<file path="src/rtl/task_record_line_parser_macros.svh">
// Assertion macros shared by the task record line parser modules.
`ifndef TASK_RECORD_LINE_PARSER_MACROS_SVH
`define TASK_RECORD_LINE_PARSER_MACROS_SVH

`ifndef SYNTHESIS
`define TLP_ASSERT_HOLDS(lbl, expr, msg) \
  lbl: assert property (@(posedge clk) disable iff (!rst_n) (expr)) else $error(msg);
`define TLP_ASSERT_IMPLIES(lbl, pre, post, msg) \
  lbl: assert property (@(posedge clk) disable iff (!rst_n) (pre) |-> (post)) else $error(msg);
`define TLP_ASSERT_NEXT(lbl, pre, post, msg) \
  lbl: assert property (@(posedge clk) disable iff (!rst_n) (pre) |=> (post)) else $error(msg);
`else
`define TLP_ASSERT_HOLDS(lbl, expr, msg)
`define TLP_ASSERT_IMPLIES(lbl, pre, post, msg)
`define TLP_ASSERT_NEXT(lbl, pre, post, msg)
`endif

`endif

</file>
<file path="src/rtl/tlp_pkg.sv">
// Types, codes and constants shared by the task record line parser.
`default_nettype none
package tlp_pkg;

  localparam int MAX_TITLE_DEF = 64;
  localparam int MAX_DEPS_DEF  = 16;

  localparam int OUT_DATA_W = 56;

  localparam logic [7:0] CH_LF    = 8'h0a;
  localparam logic [7:0] CH_TAB   = 8'h09;
  localparam logic [7:0] CH_VT    = 8'h0b;
  localparam logic [7:0] CH_FF    = 8'h0c;
  localparam logic [7:0] CH_CR    = 8'h0d;
  localparam logic [7:0] CH_SP    = 8'h20;
  localparam logic [7:0] CH_PLUS  = 8'h2b;
  localparam logic [7:0] CH_MINUS = 8'h2d;
  localparam logic [7:0] CH_ZERO  = 8'h30;
  localparam logic [7:0] CH_NINE  = 8'h39;

  localparam logic [31:0] MAG_LIMIT = 32'h8000_0000;
  localparam logic [31:0] POS_MAX   = 32'h7fff_ffff;

  typedef enum logic [2:0] {
    KIND_ID    = 3'd0,
    KIND_DUR   = 3'd1,
    KIND_CNT   = 3'd2,
    KIND_DEP   = 3'd3,
    KIND_TITLE = 3'd4,
    KIND_END   = 3'd5
  } kind_t;

  typedef enum logic [1:0] {
    ST_OK        = 2'd0,
    ST_BLANK     = 2'd1,
    ST_MALFORMED = 2'd2
  } status_t;

  typedef struct packed {
    logic clear;
    logic feed;
  } num_ctl_t;

  typedef struct packed {
    logic [2:0]            kind;
    logic [OUT_DATA_W-1:0] data;
  } out_item_t;

endpackage
`default_nettype wire

</file>
<file path="src/rtl/task_record_line_parser.sv">
// Task record line parser: one byte per item in, field, title and record-end items out.
// A result is registered into the output stage at the accepting edge while that stage is free.
// Throughput: one byte per cycle while skid is empty; phase and accumulator update each cycle.
// Register plus skid entry: a stalled result goes to the skid, input then waits until it moves.
// Reset: synchronous, active low; clears the parse state and output valids, no clearing pass.
`default_nettype none
`include "task_record_line_parser_macros.svh"
module task_record_line_parser #(
  parameter int MAX_TITLE = tlp_pkg::MAX_TITLE_DEF,
  parameter int MAX_DEPS  = tlp_pkg::MAX_DEPS_DEF
) (
  input  wire logic        clk,
  input  wire logic        rst_n,
  input  wire logic        in_tvalid,
  output logic             in_tready,
  input  wire logic [7:0]  in_tdata,   // char_code[7:0]
  input  wire logic        in_tlast,   // end_of_input
  output logic             out_tvalid,
  input  wire logic        out_tready,
  output logic [tlp_pkg::OUT_DATA_W-1:0] out_tdata, // field_value[31:0], dep_position[35:32],
                                                    // title_char[43:36], record_status[45:44],
                                                    // title_truncated[46], title_length[52:47],
                                                    // zero[55:53]
  output logic [2:0]       out_tuser   // out_kind[2:0]
);

  localparam int TL_W  = (MAX_TITLE > 2) ? $clog2(MAX_TITLE) : 1;
  localparam int DEP_W = $clog2(MAX_DEPS + 1);
  localparam logic [TL_W-1:0] TITLE_KEEP = TL_W'(MAX_TITLE - 1);

  typedef enum logic [2:0] {PH_ID, PH_DUR, PH_CNT, PH_DEP, PH_TTL} phase_t;

  phase_t            phase_r, phase_nxt;
  logic [TL_W-1:0]   tlen_r, tlen_nxt;
  logic [DEP_W-1:0]  seen_r, seen_nxt;
  logic [DEP_W-1:0]  exp_r, exp_nxt;
  logic              cinv_r, cinv_nxt;
  logic              ovf_r, ovf_nxt;

  tlp_pkg::num_ctl_t  num_ctl;
  logic signed [31:0] num_value;
  logic               num_started;

  logic               fire, eol, blank, skid_full;
  logic               res_v;
  tlp_pkg::kind_t     res_kind;
  logic [31:0]        res_value;
  logic [3:0]         res_pos;
  logic [7:0]         res_char;
  tlp_pkg::status_t   res_status;
  logic               res_trunc;
  logic [5:0]         res_len;
  tlp_pkg::out_item_t res_item, out_item;
  logic [DEP_W-1:0]   seen_inc;

  assign in_tready = !skid_full;
  assign fire      = in_tvalid && in_tready;

  always_comb begin
    eol      = in_tlast || (in_tdata == tlp_pkg::CH_LF);
    blank    = in_tdata inside {tlp_pkg::CH_SP, tlp_pkg::CH_TAB, tlp_pkg::CH_CR,
                                tlp_pkg::CH_VT, tlp_pkg::CH_FF};
    seen_inc = seen_r + DEP_W'(1);

    phase_nxt = phase_r;
    tlen_nxt  = tlen_r;
    seen_nxt  = seen_r;
    exp_nxt   = exp_r;
    cinv_nxt  = cinv_r;
    ovf_nxt   = ovf_r;
    num_ctl   = '0;

    res_v      = 1'b0;
    res_kind   = tlp_pkg::KIND_ID;
    res_value  = '0;
    res_pos    = '0;
    res_char   = '0;
    res_status = tlp_pkg::ST_OK;
    res_trunc  = 1'b0;
    res_len    = '0;

    if (fire) begin
      if (eol) begin
        res_v    = 1'b1;
        res_kind = tlp_pkg::KIND_END;
        if (phase_r == PH_TTL && !cinv_r) begin
          res_status = tlp_pkg::ST_OK;
          res_trunc  = ovf_r;
          res_len    = 6'(tlen_r);
        end else if (phase_r == PH_ID) begin
          res_status = tlp_pkg::ST_BLANK;
        end else begin
          res_status = tlp_pkg::ST_MALFORMED;
        end
        // record end returns the parse state and the number accumulator to the reset state
        phase_nxt     = PH_ID;
        tlen_nxt      = '0;
        seen_nxt      = '0;
        exp_nxt       = '0;
        cinv_nxt      = 1'b0;
        ovf_nxt       = 1'b0;
        num_ctl.clear = 1'b1;
      end else if (phase_r == PH_TTL) begin
        if (!(blank && tlen_r == '0)) begin
          if (tlen_r < TITLE_KEEP) begin
            tlen_nxt = tlen_r + TL_W'(1);
            res_v    = 1'b1;
            res_kind = tlp_pkg::KIND_TITLE;
            res_char = in_tdata;
          end else begin
            ovf_nxt = 1'b1;
          end
        end
      end else if (!blank) begin
        num_ctl.feed = 1'b1;
      end else if (num_started) begin
        num_ctl.clear = 1'b1;
        res_value     = num_value;
        case (phase_r)
          PH_ID: begin
            res_v     = 1'b1;
            res_kind  = tlp_pkg::KIND_ID;
            phase_nxt = PH_DUR;
          end
          PH_DUR: begin
            res_v     = 1'b1;
            res_kind  = tlp_pkg::KIND_DUR;
            phase_nxt = PH_CNT;
          end
          PH_CNT: begin
            res_v    = 1'b1;
            res_kind = tlp_pkg::KIND_CNT;
            if (num_value[31] || ($unsigned(num_value) > 32'(MAX_DEPS))) begin
              cinv_nxt  = 1'b1;
              phase_nxt = PH_DEP;
            end else if (num_value == 32'sd0) begin
              phase_nxt = PH_TTL;
            end else begin
              exp_nxt   = DEP_W'(num_value);
              seen_nxt  = '0;
              phase_nxt = PH_DEP;
            end
          end
          PH_DEP: begin
            // an invalid count leaves the rest of the line parsed silently
            if (!cinv_r) begin
              res_v    = 1'b1;
              res_kind = tlp_pkg::KIND_DEP;
              res_pos  = 4'(seen_r);
              seen_nxt = seen_inc;
              if (seen_inc >= exp_r) begin
                phase_nxt = PH_TTL;
              end
            end
          end
          default: begin
            phase_nxt = PH_ID;
          end
        endcase
      end
    end
  end

  always_ff @(posedge clk) begin
    if (!rst_n) begin
      phase_r <= PH_ID;
      tlen_r  <= '0;
      seen_r  <= '0;
      exp_r   <= '0;
      cinv_r  <= 1'b0;
      ovf_r   <= 1'b0;
    end else begin
      phase_r <= phase_nxt;
      tlen_r  <= tlen_nxt;
      seen_r  <= seen_nxt;
      exp_r   <= exp_nxt;
      cinv_r  <= cinv_nxt;
      ovf_r   <= ovf_nxt;
    end
  end

  tlp_num u_num (
    .clk       (clk),
    .rst_n     (rst_n),
    .ctl       (num_ctl),
    .char_code (in_tdata),
    .value     (num_value),
    .started   (num_started)
  );

  assign res_item.kind = res_kind;
  assign res_item.data = {3'b000, res_len, res_trunc, res_status, res_char, res_pos, res_value};

  tlp_out_skid u_out (
    .clk        (clk),
    .rst_n      (rst_n),
    .push       (res_v),
    .push_item  (res_item),
    .full       (skid_full),
    .out_tvalid (out_tvalid),
    .out_tready (out_tready),
    .out_item   (out_item)
  );

  assign out_tdata = out_item.data;
  assign out_tuser = out_item.kind;

  `TLP_ASSERT_HOLDS(a_title_bound, tlen_r <= TITLE_KEEP, "title length past storage")
  `TLP_ASSERT_IMPLIES(a_dep_pending, phase_r == PH_DEP && !cinv_r, seen_r < exp_r, "dependency count overrun")
  `TLP_ASSERT_IMPLIES(a_invalid_in_dep, cinv_r, phase_r == PH_DEP, "invalid count outside dependency phase")

endmodule
`default_nettype wire

</file>
<file path="src/rtl/tlp_num.sv">
// Number token accumulator: sign, decimal digits, saturation to 32 bits.
`default_nettype none
module tlp_num (
  input  wire logic              clk,
  input  wire logic              rst_n,
  input  wire tlp_pkg::num_ctl_t ctl,
  input  wire logic [7:0]        char_code,
  output logic signed [31:0]     value,
  output logic                   started
);

  logic [31:0] acc_r, acc_nxt;
  logic        neg_r, neg_nxt;
  logic        stop_r, stop_nxt;
  logic        start_r, start_nxt;
  logic [35:0] prod;
  logic        is_digit;

  always_comb begin
    is_digit = char_code inside {[tlp_pkg::CH_ZERO:tlp_pkg::CH_NINE]};
    prod = ({4'b0, acc_r} << 3) + ({4'b0, acc_r} << 1)
         + 36'(char_code - tlp_pkg::CH_ZERO);
    acc_nxt   = acc_r;
    neg_nxt   = neg_r;
    stop_nxt  = stop_r;
    start_nxt = start_r;
    if (ctl.clear) begin
      acc_nxt   = '0;
      neg_nxt   = 1'b0;
      stop_nxt  = 1'b0;
      start_nxt = 1'b0;
    end else if (ctl.feed) begin
      start_nxt = 1'b1;
      if (!stop_r) begin
        if (!start_r && (char_code == tlp_pkg::CH_PLUS || char_code == tlp_pkg::CH_MINUS)) begin
          neg_nxt = (char_code == tlp_pkg::CH_MINUS);
        end else if (is_digit) begin
          // magnitude held at 2^31 once reached; enough for both signs
          acc_nxt = (prod >= {4'b0, tlp_pkg::MAG_LIMIT}) ? tlp_pkg::MAG_LIMIT : prod[31:0];
        end else begin
          stop_nxt = 1'b1;
        end
      end
    end
  end

  always_ff @(posedge clk) begin
    if (!rst_n) begin
      acc_r   <= '0;
      neg_r   <= 1'b0;
      stop_r  <= 1'b0;
      start_r <= 1'b0;
    end else begin
      acc_r   <= acc_nxt;
      neg_r   <= neg_nxt;
      stop_r  <= stop_nxt;
      start_r <= start_nxt;
    end
  end

  always_comb begin
    if (neg_r) begin
      value = acc_r[31] ? tlp_pkg::MAG_LIMIT : (32'd0 - acc_r);
    end else begin
      value = acc_r[31] ? tlp_pkg::POS_MAX : acc_r;
    end
  end

  assign started = start_r;

endmodule
`default_nettype wire

</file>
<file path="src/rtl/tlp_out_skid.sv">
// Output register with one skid entry that holds a result pushed during a stall.
`default_nettype none
`include "task_record_line_parser_macros.svh"
module tlp_out_skid (
  input  wire logic               clk,
  input  wire logic               rst_n,
  input  wire logic               push,
  input  wire tlp_pkg::out_item_t push_item,
  output logic                    full,
  output logic                    out_tvalid,
  input  wire logic               out_tready,
  output tlp_pkg::out_item_t      out_item
);

  logic               out_v_r, out_v_nxt;
  logic               skid_v_r, skid_v_nxt;
  tlp_pkg::out_item_t out_d_r, out_d_nxt;
  tlp_pkg::out_item_t skid_d_r, skid_d_nxt;
  logic               drain;

  always_comb begin
    drain      = !out_v_r || out_tready;
    out_v_nxt  = out_v_r;
    skid_v_nxt = skid_v_r;
    out_d_nxt  = out_d_r;
    skid_d_nxt = skid_d_r;
    if (skid_v_r) begin
      // no push possible while the skid entry is taken
      if (out_tready) begin
        out_d_nxt  = skid_d_r;
        skid_v_nxt = 1'b0;
      end
    end else if (push) begin
      if (drain) begin
        out_d_nxt = push_item;
        out_v_nxt = 1'b1;
      end else begin
        skid_d_nxt = push_item;
        skid_v_nxt = 1'b1;
      end
    end else if (out_tready) begin
      out_v_nxt = 1'b0;
    end
  end

  always_ff @(posedge clk) begin
    if (!rst_n) begin
      out_v_r  <= 1'b0;
      skid_v_r <= 1'b0;
    end else begin
      out_v_r  <= out_v_nxt;
      skid_v_r <= skid_v_nxt;
    end
    out_d_r  <= out_d_nxt;
    skid_d_r <= skid_d_nxt;
  end

  assign full       = skid_v_r;
  assign out_tvalid = out_v_r;
  assign out_item   = out_d_r;

  `TLP_ASSERT_IMPLIES(a_skid_behind_out, skid_v_r, out_v_r, "skid entry held with empty output")
  `TLP_ASSERT_NEXT(a_stall_fills_skid, push && out_v_r && !out_tready && !skid_v_r, skid_v_r, "item lost on stall")

endmodule
`default_nettype wire
</file>
<file path="config.mk">
export PLATFORM = sky130hd
export DESIGN_NAME = task_record_line_parser
export DESIGN_NICKNAME = d
export VERILOG_FILES = /design/src/rtl/tlp_pkg.sv /design/src/rtl/task_record_line_parser.sv /design/src/rtl/tlp_num.sv /design/src/rtl/tlp_out_skid.sv
export VERILOG_INCLUDE_DIRS = /design/src /design/src/rtl
export SDC_FILE = /design/constraint.sdc
export NUM_CORES = 1
export LEC_CHECK = 0
export BUFFER_PORTS_ARGS = -buffer_cell sky130_fd_sc_hd__clkbuf_2
export CORE_MARGIN = 2
export CORE_UTILIZATION = 35
export DETAILED_ROUTE_END_ITERATION = 6
export REMOVE_ABC_BUFFERS = 1
export SLEW_MARGIN = 5
export SYNTH_ARGS = -nofsm -noshare
export SYNTH_HDL_FRONTEND = slang
export SYNTH_HIERARCHICAL = 1
export SYNTH_SLANG_ARGS = --single-unit
</file>
<file path="constraint.sdc">
create_clock -name clk -period 6.25 [get_ports clk]
set_clock_uncertainty 0.15 [all_clocks]
set_input_delay 0.625 -clock clk [delete_from_list [all_inputs] [get_ports clk]]
set_output_delay 0.625 -clock clk [all_outputs]
set_load 0.005 [all_outputs]
</file>
==> results.yml, run 1 <==
worst_setup_path:
  cp.arrival_ns: 5.53
  timing.rr.end: "phase_r[0]"
  r2r_slack_ns: 1.27
  r2r_cells: 16
  path_max_fanout: 23
  worstSetupEndpointType: "flop"
  critical_path_class: "in -> reg"
  crit_end: "u_num/acc_r[9]"
  timing.rr.start: "u_num/acc_r[0]"
  crit_start: "in_tdata[4]"
  cp.required_ns: 6.46
  critPathLaunchType: "input port"
route:
  vias_per_cell: 5.301
  route.detailed.drc: 0
  wl_per_cell_um: 16.26
  dr.pass1.iters: 5
  drt_iter0_markers: 520
  ant_nets: 0
  drt-total-wl_um: 25180
  vias: 8206
floorplanning:
  rows: 65
  die_area_um2: 33580
  io_pins: 74
  dieWidth_um: 183.3
  core_um2: 31640
  start_util: 0.3555
  die_h_um: 183.3
timing:
  finalMaxSlewViolations: 0
  rsz0062_at_grt: "false"
  timing.final.crit_share: 0.8522
  finalCriticalPeriod_ns: 5.326
  setup_viol: 0
  max_freq_mhz: 187.7
  fin_tns_setup_ns: 0
  timing.slew.headroom: 0.3259
  hold_viol: 0
  worst_pin_slew_ns: 1.011
yosys:
  yosysSeqAreaShare: 0.4183
  synth-seq-cells: 176
  async_reset_ff_frac: 0
  synth_area_leader_cell: "edfxtp_1"
  yosysMostFrequentCell: "edfxtp_1"
  syn_area_um2: 11250
  ys.flop_type: "edfxtp_1"
  synth_top_cells_by_area: "edfxtp_1, dfxtp_1, mux2_4"
  synthCells: 1062
  yosys-top-cells-count: "edfxtp_1, nand2_1, nor2_1, dfxtp_1, a21oi_1"
  synth.distinct_cells: 87
  synth_edf_count: 118
  syn_avg_cell_area_um2: 10.59
  synth_top_area_frac: 0.3151
  yosys_warnings: 6
place:
  dp_hpwl_um: 18770
  dp_cells: 1514
  place.port_buffers: 73
  gp_routability_congestion: 0.8782
global_routing:
  grt_pass1_vias: 7970
  antenna_found_initial: 2
  grt_start_max_net_pins: 61
  grtUsageTotal: 0.1551
  overflow: 0
  grt_pass1_wl_um: 41720
cts:
  path_clk_slew_ns: 0.07
  cts_tree: "yes"
  cts_max_path_buffers: 2
  post_cts.repair.setup_buffers: 0
  hold_buffers: 0
  cts_buffers: 17
  cts_root_buffer: "clkbuf_16"
  htree_num_levels: 4
  cts-resized-gates: 0
  clk_latency_ns: 0.43
  clock_sinks: 176
power_and_ir_drop:
  power.density_nw_per_um2: 195.9
  leakagePower_nw: 4.905
  vdd.ir_drop.worst_mv: 0.1752
  p_total_mw: 2.458
cells_and_area:
  nets: 1223
  syn_to_final_growth_pct: 11.54
  fill_cells: 2989
  fin_util: 0.3965
  fin_cells: 1548
  drive_gt1_frac: 0.1914
min_path:
  hold_class: "in -> reg"
  holdPathStages: 2
flow_run:
  drv_cap: 0
status:
  outcome: "completed"
worst min-delay path by stage:
stage                   end    startpoint  slack (ns)
2_1_floorplan  u_num/stop_r  u_num/stop_r        0.28
3_3_place_gp   u_num/stop_r  u_num/stop_r        0.29
3_5_place_dp          ovf_r         ovf_r        0.30
4_1_cts          u_out/full    out_tready        0.25
5_1_grt          u_out/full    out_tready        0.26
6_report         u_out/full    out_tready        0.27
flip-flops by register name, indices dropped and copies added, names as in the netlist, 3 cells and up:
register,flops
u_out/out_item,59
seen_r,5
exp_r,5
phase_r,3
u_out/skid_d_r,59
u_num/acc_r,32
tlen_r,6
metrics by stage:
step | instance area (um2) | hold WS [ns] | worst slack [ns]
2_1_floorplan | 11040 | 0.2780 | -1.072
4_1_cts | 12540 | 0.2502 | 0.9565
6_report | 12540 | 0.2698 | 0.9237
3_5_place_dp | 11990 | 0.3050 | 0.5139
5_1_grt | 12540 | 0.2574 | 0.4614
3_3_place_gp | 11990 | 0.2935 | 0.6063
logic make-up after synthesis:
kind of cell | share of synthesized area
mux | 0.07588
buf+inv | 0.03482
xor+xnor | 0.04517
other cells | 0.0003335
compound gates | 0.1385
flops | 0.4183
simple gates | 0.1783
fa+ha+maj | 0.1086
critical path, stage by stage:
cell and delay (ns):
clkbuf_2 0.18, ha_1 0.28, or3_1 0.37, inv_1 0.34, buf_4 0.32, fa_1 0.46
ha_1 0.51, nand3_1 0.25, or2_2 0.36, nor2_1 0.20, nor4b_1 0.29, nor2_1 0.09
a21oi_1 0.16, o211ai_1 0.17, or4_4 0.67, o21ai_0 0.24
area by class of cell:
cell class	count	area, um2	share of cell area
inverter	44	165.2	0.01317
timing repair buffer	83	440.4	0.03511
tap	402	503.0	0.04010
clock buffer	19	432.9	0.03451
multi-input combinational	809	6177	0.4925
sequential	176	4708	0.3754
antenna	2	5.005	0.0003990
clock inverter	13	111.4	0.008878
cells in the final DEF (no fill, tap or decap), types with 12 or more instances in the layout:
cell type and n:
o21ai_2 20, mux2_4 45, nor2_1 77, or3_1 14, edfxtp_1 118, nand2_1 91, mux2_2 14, ha_1 48
clkbuf_2 73, inv_1 44, and2_1 46, nor4_1 16, fa_1 31, xnor2_1 18, nand2b_1 13, nor2b_1 17
nor3_1 22, nand3_1 22, a21oi_1 54, a21o_1 12, clkbuf_16 17, dfxtp_1 57, xor2_1 40, and3_1 15
o21ai_0 47
report_power, final:
group	total [mW]	switching [mW]	internal, mW
registers	1.27	0.00956	1.26
logic	0.186	0.119	0.0670
clock network	1.00	0.454	0.548
total	2.46	0.583	1.87
per-layer routing:
| metal | routed length [um] | vias up | GRT usage | part of all wire |
|---|---|---|---|---|
| met2 | 11280 | 178 | 0.2403 | 0.45 |
| met1 | 12370 | 3967 | 0.2162 | 0.49 |
| met5 | 0 | - | 0 | 0 |
| met4 | 554 | 0 | 0.05824 | 0.022 |
| met3 | 972 | 34 | 0.02780 | 0.039 |
| li1 | - | 4027 | - | - |
Note: power is estimated with default switching activity, not from simulation.
==> inputs of run 2 (changes only) <==
CORE_UTILIZATION = 53   (was 35)
PLACE_DENSITY = 0.74   (was default)
==> run 2 against run 1 <==
  * Sequential share of layout area up 0.32 points
  * Design area is 0.85% lower
  * Clock power is essentially flat
  * Maximum frequency rose by 1.0%
  * Sequential cell count is the same
  * First-iteration DRC count up 32%
  * Via count increased by 1.0%
  * Routed wire length down 2.6%
  * Critical path type unchanged
  * Largest cell class unchanged
==> results.yml, run 2 (same netlist as run 1, synthesis figures left out) <==
min_path:
  hold_class: "in -> reg"
  holdPathStages: 2
route:
  wl_per_cell_um: 17.28
  route.detailed.drc: 0
  vias: 8291
  drt-total-wl_um: 24530
  drt_iter0_markers: 686
  vias_per_cell: 5.839
  ant_nets: 0
  dr.pass1.iters: 5
worst_setup_path:
  path_max_fanout: 23
  critical_path.top_delay_family: "simple AND/OR/NAND/NOR gates"
  critical_path_buf_inv_count: 3
  cp.arrival_ns: 5.48
  cp.required_ns: 6.46
  critPathLaunchType: "input port"
  cp_num_cells: 15
  r2r_cells: 16
  max_stage_delay_ns: 0.77
  slowest_stage: "or4_4"
  critical_path_class: "in -> reg"
  worstSetupEndpointType: "flop"
  path_cells: "clkbuf_2, ha_1, or3_1, inv_1, buf_4, fa_1, ha_1, o21ai_0, o211ai_1, a221o_1, o21bai_4, mux2i_1, or3_1, or4_4, o21ai_0"
floorplanning:
  start_util: 0.5367
  io_pins: 74
  core_um2: 20960
  die_h_um: 149.7
  die_area_um2: 22400
  rows: 53
  dieWidth_um: 149.7
timing:
  timing.slew.headroom: 0.3746
  setup_viol: 0
  max_freq_mhz: 189.6
  timing.final.crit_share: 0.8438
  rsz0062_at_grt: "false"
  timing.final.ws_setup_ns: 0.9763
  hold_slack_ns: 0.2759
  worst_pin_slew_ns: 0.9380
  hold_viol: 0
  fin_tns_setup_ns: 0
  finalCriticalPeriod_ns: 5.274
  finalMaxSlewViolations: 0
place:
  post_dp_cell_area_um2: 11860
  place.port_buffers: 73
  gp_routability_congestion: 0.8913
  dp_hpwl_um: 18030
  preCtsSetupSlack_ns: 0.6079
power_and_ir_drop:
  leakagePower_nw: 4.922
  vdd.ir_drop.worst_mv: 0.1764
  p_total_mw: 2.483
  power.density_nw_per_um2: 199.7
global_routing:
  grt_pass1_wl_um: 40520
  grt_start_max_net_pins: 58
  grtUsageTotal: 0.2278
  grt_pass1_vias: 8033
  overflow: 0
  antenna_found_initial: 0
cells_and_area:
  nets: 1224
  antennaDiodeCount: 0
  syn_to_final_growth_pct: 10.59
  final_cell_mix: "edfxtp_1, nand2_1, nor2_1, clkbuf_2, dfxtp_1"
  final_area_um2: 12440
  drive_gt1_frac: 0.1939
  final_common_cell: "edfxtp_1"
cts:
  path_clk_slew_ns: 0.07
  cts_tree: "yes"
  clock_sinks: 176
  cts-resized-gates: 0
  post_cts.repair.setup_buffers: 0
  cts_root_buffer: "clkbuf_16"
  cts_max_path_buffers: 2
  htree_num_levels: 4
  cts_buffers: 17
  clk_latency_ns: 0.43
  hold_buffers: 0
flow_run:
  drv_cap: 0
status:
  outcome: "completed"
run 2: where the power goes:
| group | internal, mW | total [mW] | switching [mW] |
|---|---|---|---|
| sequential | 1.26 | 1.27 | 0.0100 |
| combinational | 0.0672 | 0.185 | 0.118 |
| clock | 0.562 | 1.03 | 0.466 |
run 2: stage by stage:
step           std cells  utilization
2_1_floorplan       1029            -
3_3_place_gp        1388       0.5657
3_5_place_dp        1388       0.5657
4_1_cts             1420       0.5935
5_1_grt             1420       0.5935
6_report            1420       0.5935
run 2: final timing paths:
kind                          to           start  slack, ns
hold / removal        u_out/full      out_tready       0.28
setup reg to reg      phase_r[0]  u_num/acc_r[1]       1.42
setup / recovery  u_num/acc_r[9]     in_tdata[4]       0.98
hold reg to reg     u_num/stop_r    u_num/stop_r       0.32
run 2: final cells by class:
class                   instances  area, um2
clock buffers                  18      429.2
clock inverters                14      152.6
fillers                      1746       8518
inverters                      44      165.2
multi-input cells             809       6177
flip-flops and latches        176       4708
well taps                     275      344.1
repair buffers                 84      460.4
run 2: layer usage:
metal,share of wire,vias up,global-route usage
met5,0,-,0
met4,0.021,0,0.07264
met3,0.046,34,0.03598
met2,0.47,234,0.3594
met1,0.46,3999,0.3236
li1,-,4024,-
